--- src/rtl/fcsd_pkg.sv ---
// Shared types, codes and constants for the flash command sequence decoder.
`timescale 1ns / 1ps
`default_nettype none

package fcsd_pkg;

  localparam int FCSD_ARRAY_WORDS  = 8192;
  localparam int FCSD_SECTOR_WORDS = 2048;

  localparam int ADDR_W    = 14;
  localparam int DATA_W    = 16;
  localparam int WORD_IN_W = ADDR_W - 1;
  localparam int TICKS_W   = 10;
  localparam int FUNC_W    = 2;
  localparam int PADDR_W   = 5;
  localparam int PDATA_W   = 32;
  localparam int REG_IDX_W = 3;

  localparam logic [FUNC_W-1:0] FUNC_READ  = 2'd0;
  localparam logic [FUNC_W-1:0] FUNC_WRITE = 2'd1;
  localparam logic [FUNC_W-1:0] FUNC_TICK  = 2'd2;

  localparam logic [REG_IDX_W-1:0] REG_WRITE_ENABLE    = 3'd0;
  localparam logic [REG_IDX_W-1:0] REG_UNLOCK_OFFSET_A = 3'd1;
  localparam logic [REG_IDX_W-1:0] REG_UNLOCK_OFFSET_B = 3'd2;
  localparam logic [REG_IDX_W-1:0] REG_REGION_MASK     = 3'd3;
  localparam logic [REG_IDX_W-1:0] REG_PROGRAM_TICKS   = 3'd4;

  localparam logic [ADDR_W-1:0]  RST_UNLOCK_OFFSET_A = 14'd2728;
  localparam logic [ADDR_W-1:0]  RST_UNLOCK_OFFSET_B = 14'd1364;
  localparam logic [ADDR_W-1:0]  RST_REGION_MASK     = 14'd4095;
  localparam logic [TICKS_W-1:0] RST_PROGRAM_TICKS   = 10'd16;

  localparam logic [DATA_W-1:0] CMD_UNLOCK1      = 16'h00AA;
  localparam logic [DATA_W-1:0] CMD_UNLOCK2      = 16'h0055;
  localparam logic [DATA_W-1:0] CMD_PROGRAM      = 16'h00A0;
  localparam logic [DATA_W-1:0] CMD_ERASE_SETUP  = 16'h0080;
  localparam logic [DATA_W-1:0] CMD_SECTOR_ERASE = 16'h0030;
  localparam logic [DATA_W-1:0] CMD_RESET        = 16'h00F0;
  localparam logic [DATA_W-1:0] ERASED_WORD      = 16'hFFFF;

  typedef enum logic [6:0] {
    CS_IDLE          = 7'b0000001,
    CS_UNLOCK1       = 7'b0000010,
    CS_UNLOCK2       = 7'b0000100,
    CS_PROG          = 7'b0001000,
    CS_ERASE_SETUP   = 7'b0010000,
    CS_ERASE_UNLOCK1 = 7'b0100000,
    CS_ERASE_UNLOCK2 = 7'b1000000
  } cmd_stage_t;

  typedef struct packed {
    cmd_stage_t stage_next;
    logic       start_prog;
    logic       start_erase;
  } cmd_dec_t;

endpackage

`default_nettype wire

--- src/rtl/fcsd_cmd.sv ---
// Unlock and command sequence decoder for bus writes while the array is idle.
`timescale 1ns / 1ps
`default_nettype none

module fcsd_cmd import fcsd_pkg::*; (
  input  cmd_stage_t        stage,
  input  logic [ADDR_W-1:0] byte_addr,
  input  logic [DATA_W-1:0] wdata,
  input  logic [ADDR_W-1:0] unlock_offset_a,
  input  logic [ADDR_W-1:0] unlock_offset_b,
  input  logic [ADDR_W-1:0] region_mask,
  output cmd_dec_t          dec
);

  logic at_a;
  logic at_b;

  // Bit 0 of the address is ignored on both sides.
  assign at_a = (byte_addr[ADDR_W-1:1] & region_mask[ADDR_W-1:1]) ==
                unlock_offset_a[ADDR_W-1:1];
  assign at_b = (byte_addr[ADDR_W-1:1] & region_mask[ADDR_W-1:1]) ==
                unlock_offset_b[ADDR_W-1:1];

  always_comb begin
    dec.stage_next  = CS_IDLE;
    dec.start_prog  = 1'b0;
    dec.start_erase = 1'b0;
    // Reset command drops any partial sequence, except as program data.
    if (!(wdata == CMD_RESET && stage != CS_PROG)) begin
      case (stage)
        CS_IDLE: begin
          if (wdata == CMD_UNLOCK1 && at_a) dec.stage_next = CS_UNLOCK1;
        end
        CS_UNLOCK1: begin
          if (wdata == CMD_UNLOCK2 && at_b) dec.stage_next = CS_UNLOCK2;
        end
        CS_UNLOCK2: begin
          if (at_a && wdata == CMD_PROGRAM) begin
            dec.stage_next = CS_PROG;
          end else if (at_a && wdata == CMD_ERASE_SETUP) begin
            dec.stage_next = CS_ERASE_SETUP;
          end
        end
        CS_PROG: begin
          dec.start_prog = 1'b1;
        end
        CS_ERASE_SETUP: begin
          if (wdata == CMD_UNLOCK1 && at_a) dec.stage_next = CS_ERASE_UNLOCK1;
        end
        CS_ERASE_UNLOCK1: begin
          if (wdata == CMD_UNLOCK2 && at_b) dec.stage_next = CS_ERASE_UNLOCK2;
        end
        CS_ERASE_UNLOCK2: begin
          if (wdata == CMD_SECTOR_ERASE) dec.start_erase = 1'b1;
        end
        default: begin
          dec.stage_next = CS_IDLE;
        end
      endcase
    end
  end

endmodule

`default_nettype wire

--- config.mk ---
export PLATFORM = sky130hd
export DESIGN_NAME = fcsd_cmd
export DESIGN_NICKNAME = d
export VERILOG_FILES = /design/src/rtl/fcsd_pkg.sv /design/src/rtl/fcsd_cmd.sv
export SDC_FILE = /design/constraint.sdc
export NUM_CORES = 1
export LEC_CHECK = 0
export ABC_AREA = 1
export BUFFER_PORTS_ARGS = -buffer_cell sky130_fd_sc_hd__buf_2
export CORE_MARGIN = 10
export CORE_UTILIZATION = 39
export DETAILED_ROUTE_END_ITERATION = 10
export PLACE_DENSITY = 0.84
export SLEW_MARGIN = 0
export SYNTH_ARGS = -nofsm -noshare
export SYNTH_HDL_FRONTEND = slang
export SYNTH_SLANG_ARGS = --single-unit
--- constraint.sdc ---
create_clock -name vclk -period 1.5
set_input_delay 0.3 -clock vclk [all_inputs]
set_output_delay 0.3 -clock vclk [all_outputs]
set_load 0.01 [all_outputs]
# After elaboration in Yosys (flattened, before gate mapping)
# Index checks and enable logic that the tools add are counted.
[word_totals]
ff_bits = 0
input_bits = 79
[op_classes]
n_eq_ne = 16
n_mux = 11
bitwise = 1
reduce_logical = 5
[op_table]
columns = ["operator", "n"]
rows = [
  ["$eq 16x8->1 const B", 4],
  ["$pmux 7 s5", 1],
  ["$eq 13x13->1", 2],
  ["$eq 16x6->1 const B", 1],
  ["$eq 16x7->1 const B", 1],
  ["$mux 7", 2],
  ["$and 13x13->13", 1],
  ["$mux 9", 1],
  ["$eq 7x1->1 const B", 1],
  ["$eq 7x2->1 const B", 1],
  ["$eq 7x3->1 const B", 1],
  ["$eq 7x4->1 const B", 1],
  ["$eq 7x5->1 const B", 1],
  ["$eq 7x6->1 const B", 1],
  ["$eq 7x7->1 const B", 1],
  ["$ne 7x4->1 const B", 1],
  ["$mux 6", 1],
  ["$logic_and 1x1->1", 5],
  ["$mux 5", 1],
  ["$mux 1", 3],
  ["$mux 3", 1],
  ["$mux 2", 1],
]

# Longest topological paths before layout
[logic_depth]
depth_word = 7
mapped_depth = 10
ltp_nobuf = 10

# Least setup slack after synthesis
# Ideal clock, no wire load.
[synth_timing]
path_kind = "input -> output"
start = "input port wdata[15]"
end = "output port dec[6] in the netlist's numbering"
arrival_ns = 1.105
required_ns = 1.200
slack_ns = 0.095
cell_stages = 7
cell_sequence = "nor2_1 > nand2_1 > nor2_4 > nand2_1 > nor4_1 > nand4_1 > nor2_1"
[synth_rtl]
columns = ["element", "line_no", "rtl"]
rows = [
  ["from (decl)", "fcsd_cmd.sv:8", "input logic [DATA_W-1:0] wdata,"],
  ["to (decl)", "fcsd_cmd.sv:12", "output cmd_dec_t dec"],
]

==> metrics.cfg <==
[yosys]
yosys_warnings = 0
yosys.area.top_type = sky130_fd_sc_hd__nand2_1
unique_cell_type_count_in_the_yosys_netlist = 19
avgSynthCellArea_um2 = 4.46
post_synth_inst_count = 214
yosysMostFrequentCell = sky130_fd_sc_hd__nand2_1
synth_area_leaders = sky130_fd_sc_hd__nand2_1, sky130_fd_sc_hd__nor2_1, sky130_fd_sc_hd__nand3_1, sky130_fd_sc_hd__inv_1, sky130_fd_sc_hd__nand3b_1
ys_seq_area_frac = 0
yosysTopAreaCellShare = 0.346
ys_top_cells_by_count = sky130_fd_sc_hd__nand2_1, sky130_fd_sc_hd__nor2_1, sky130_fd_sc_hd__inv_1
syn-cell-area_um2 = 955
synth_fp_nets = 293

[job]
drv.max_cap_violation_count = 0

[detailed_routing]
wl_per_cell_um = 12.9
first_iter_violations = 57
detailedRoute.firstPassIterationCount = 4
num_vias = 1693
ant_nets = 0
aggregate_routed_wire_length_um = 4470
number_of_design_rule_violations_left_after_detail_routing = 0
avgViaCountPerCell = 4.88

[grt]
grt_first_pass_wirelength_um = 6660
globalRouteMet3Util = 0.0285
gr-total-overflow = 0
grt_antenna_before_repair = 0
grt_use_met2 = 0.300
met1_usage = 0.159
grt.busiest_layer = met2
grt_start_max_net_pins = 6
grt_pass1_vias = 1633
grtUsageTotal = 0.151

[setup_path]
cp_data_arrival_time_ns = 1.44
worst_path_max_delay_cell = sky130_fd_sc_hd__nor2_1
timing.critical_path.from_type = input port
end_kind = primary output
required_ns = 1.20
path_cells = buf_2, nor2_1, nand3_1, nor2_2, nand3_2, nor2_2, nand2_2, a21oi_2, nand3_1, buf_2
slowest_delay_ns = 0.14
critical_path_class = in -> out
cp_max_fo = 3

[layout]
drive_above_1_share = 0.524
design_area_um2 = 1940
seq_area_um2 = 0
syn2layout_area_growth_pct = 104
finish.net_count = 400
final_cells = 347
postLayoutCoreUtil = 0.854
final.clkbuf_count = 0
antenna-diode-count = 0
design.seq.count = 0

[timing]
worst_slew_pin_slew_ns = 0.195
slew_viol_final = 0
max_freq_ghz = 0.576
setup-violations-final = 8
final.period_utilization = 1.16
final_period_minus_worst_setup_slack_ns = 1.74
grt_setup_unrepaired = yes
setup_slack_ns = -0.237
slew_headroom = 0.869
final_count_of_hold_timing_violations = 0

[floorplanning]
core_area_um2 = 2280
rows = 17
start_util = 0.419
die_height_um = 69.5
floorplan.die_area_um2 = 4830
die_x_um = 69.5
pin_count = 88

[place]
gpl.final_weighted_congestion = 0.809
hpwl_um = 3170
dpl-instance-area_um2 = 1550
port_bufs = 84
dp.cells = 344

[power]
cell_pwr_density_nw_per_um2 = 206
intPower_w = 0.000211
comb_power_share = 1.000
power_frac_seq = 0
peakVddDrop_v = 0.000175
p_clk_frac = 0
switching_share = 0.474
p_sw_w = 0.000190
leakagePower_nw = 1.07

[status]
violations_in_the_final_reports = setup timing
run_status = complete, but fails checks

[clock_tree]
postCtsHoldBufs = 0

[min_path]
timing.hold.worst.class = in -> out

==> timing repair <==
item	4_1_cts	5_1_grt
cloned	0	0
pin swaps	16	28
gates resized for setup	53	39
endpoints found under the setup margin	8	9
setup buffers	2	1
==> worst paths after layout <==
check	start	to	depth (start not counted)
max	wdata[1]	dec[2]	10
min	stage[0]	dec[1]	6
==> cells in the final DEF (no fill, tap or decap), types with 2 or more instances in the layout <==
cell type and count:
sky130_fd_sc_hd__xor2_1 3, sky130_fd_sc_hd__inv_1 31, sky130_fd_sc_hd__nand3_2 6, sky130_fd_sc_hd__nand4_1 2, sky130_fd_sc_hd__nor3_1 3, sky130_fd_sc_hd__buf_6 28
sky130_fd_sc_hd__buf_4 21, sky130_fd_sc_hd__nand2_1 64, sky130_fd_sc_hd__nor2_2 13, sky130_fd_sc_hd__nor2_4 11, sky130_fd_sc_hd__nor2_1 20, sky130_fd_sc_hd__inv_2 2
sky130_fd_sc_hd__nand3_1 20, sky130_fd_sc_hd__buf_2 55, sky130_fd_sc_hd__nand2_4 3, sky130_fd_sc_hd__nand2_2 23, sky130_fd_sc_hd__nand3b_1 6
==> power by group through the flow <==
stage               clock network, W  registers (W)  logic (W)
floorplan                          0              0   0.000132
finish                             0              0   0.000401
global route                       0              0   0.000445
detailed placement                 0              0   0.000293
CTS                                0              0   0.000356
global placement                   0              0   0.000288
==> cell type report <==
cell class	count	area (µm²)
Inverter	33	124
Timing Repair Buffer	105	763
Multi-Input combinational cell	181	1020
Tap cell	28	35.0
Fill cell	158	333
==> stage by stage <==
| step | setup TNS, ns | power [W] | hold slack (ns) | setup slack, ns |
|---|---|---|---|---|
| 2_1_floorplan | 0 | 0.000132 | 0.718 | 0.0954 |
| 3_5_place_dp | -0.878 | 0.000293 | 1.07 | -0.183 |
| 4_1_cts | -0.661 | 0.000356 | 1.07 | -0.162 |
| 5_1_grt | -1.88 | 0.000445 | 1.13 | -0.342 |
| 3_3_place_gp | -0.689 | 0.000288 | 1.07 | -0.170 |
| 6_report | -1.05 | 0.000401 | 1.07 | -0.237 |
==> worst max-delay path: cells and delay by family <==
family	cells	cell delay, ns
AOI/OAI and AO/OA	1	0.12
and+or+nand+nor	7	0.75
buffers and inverters	2	0.25
==> cell families (layout without fill, tap and decap cells) <==
logic type,count (synthesis),count (layout),share of synthesized area
AO/OA/AOI/OAI,2,2,0.0105
buffers and inverters,33,138,0.130
AND/OR/NAND/NOR,175,175,0.823
XOR/XNOR,4,4,0.0367
==> routing by layer <==
layer	part of all wire	wire length [µm]	up-vias
li1	-	-	872
met1	0.37	1640	743
met2	0.55	2460	68
met3	0.061	274	10
met4	0.023	102	0
met5	0	0	-
Power figures use the tool's default switching activity.
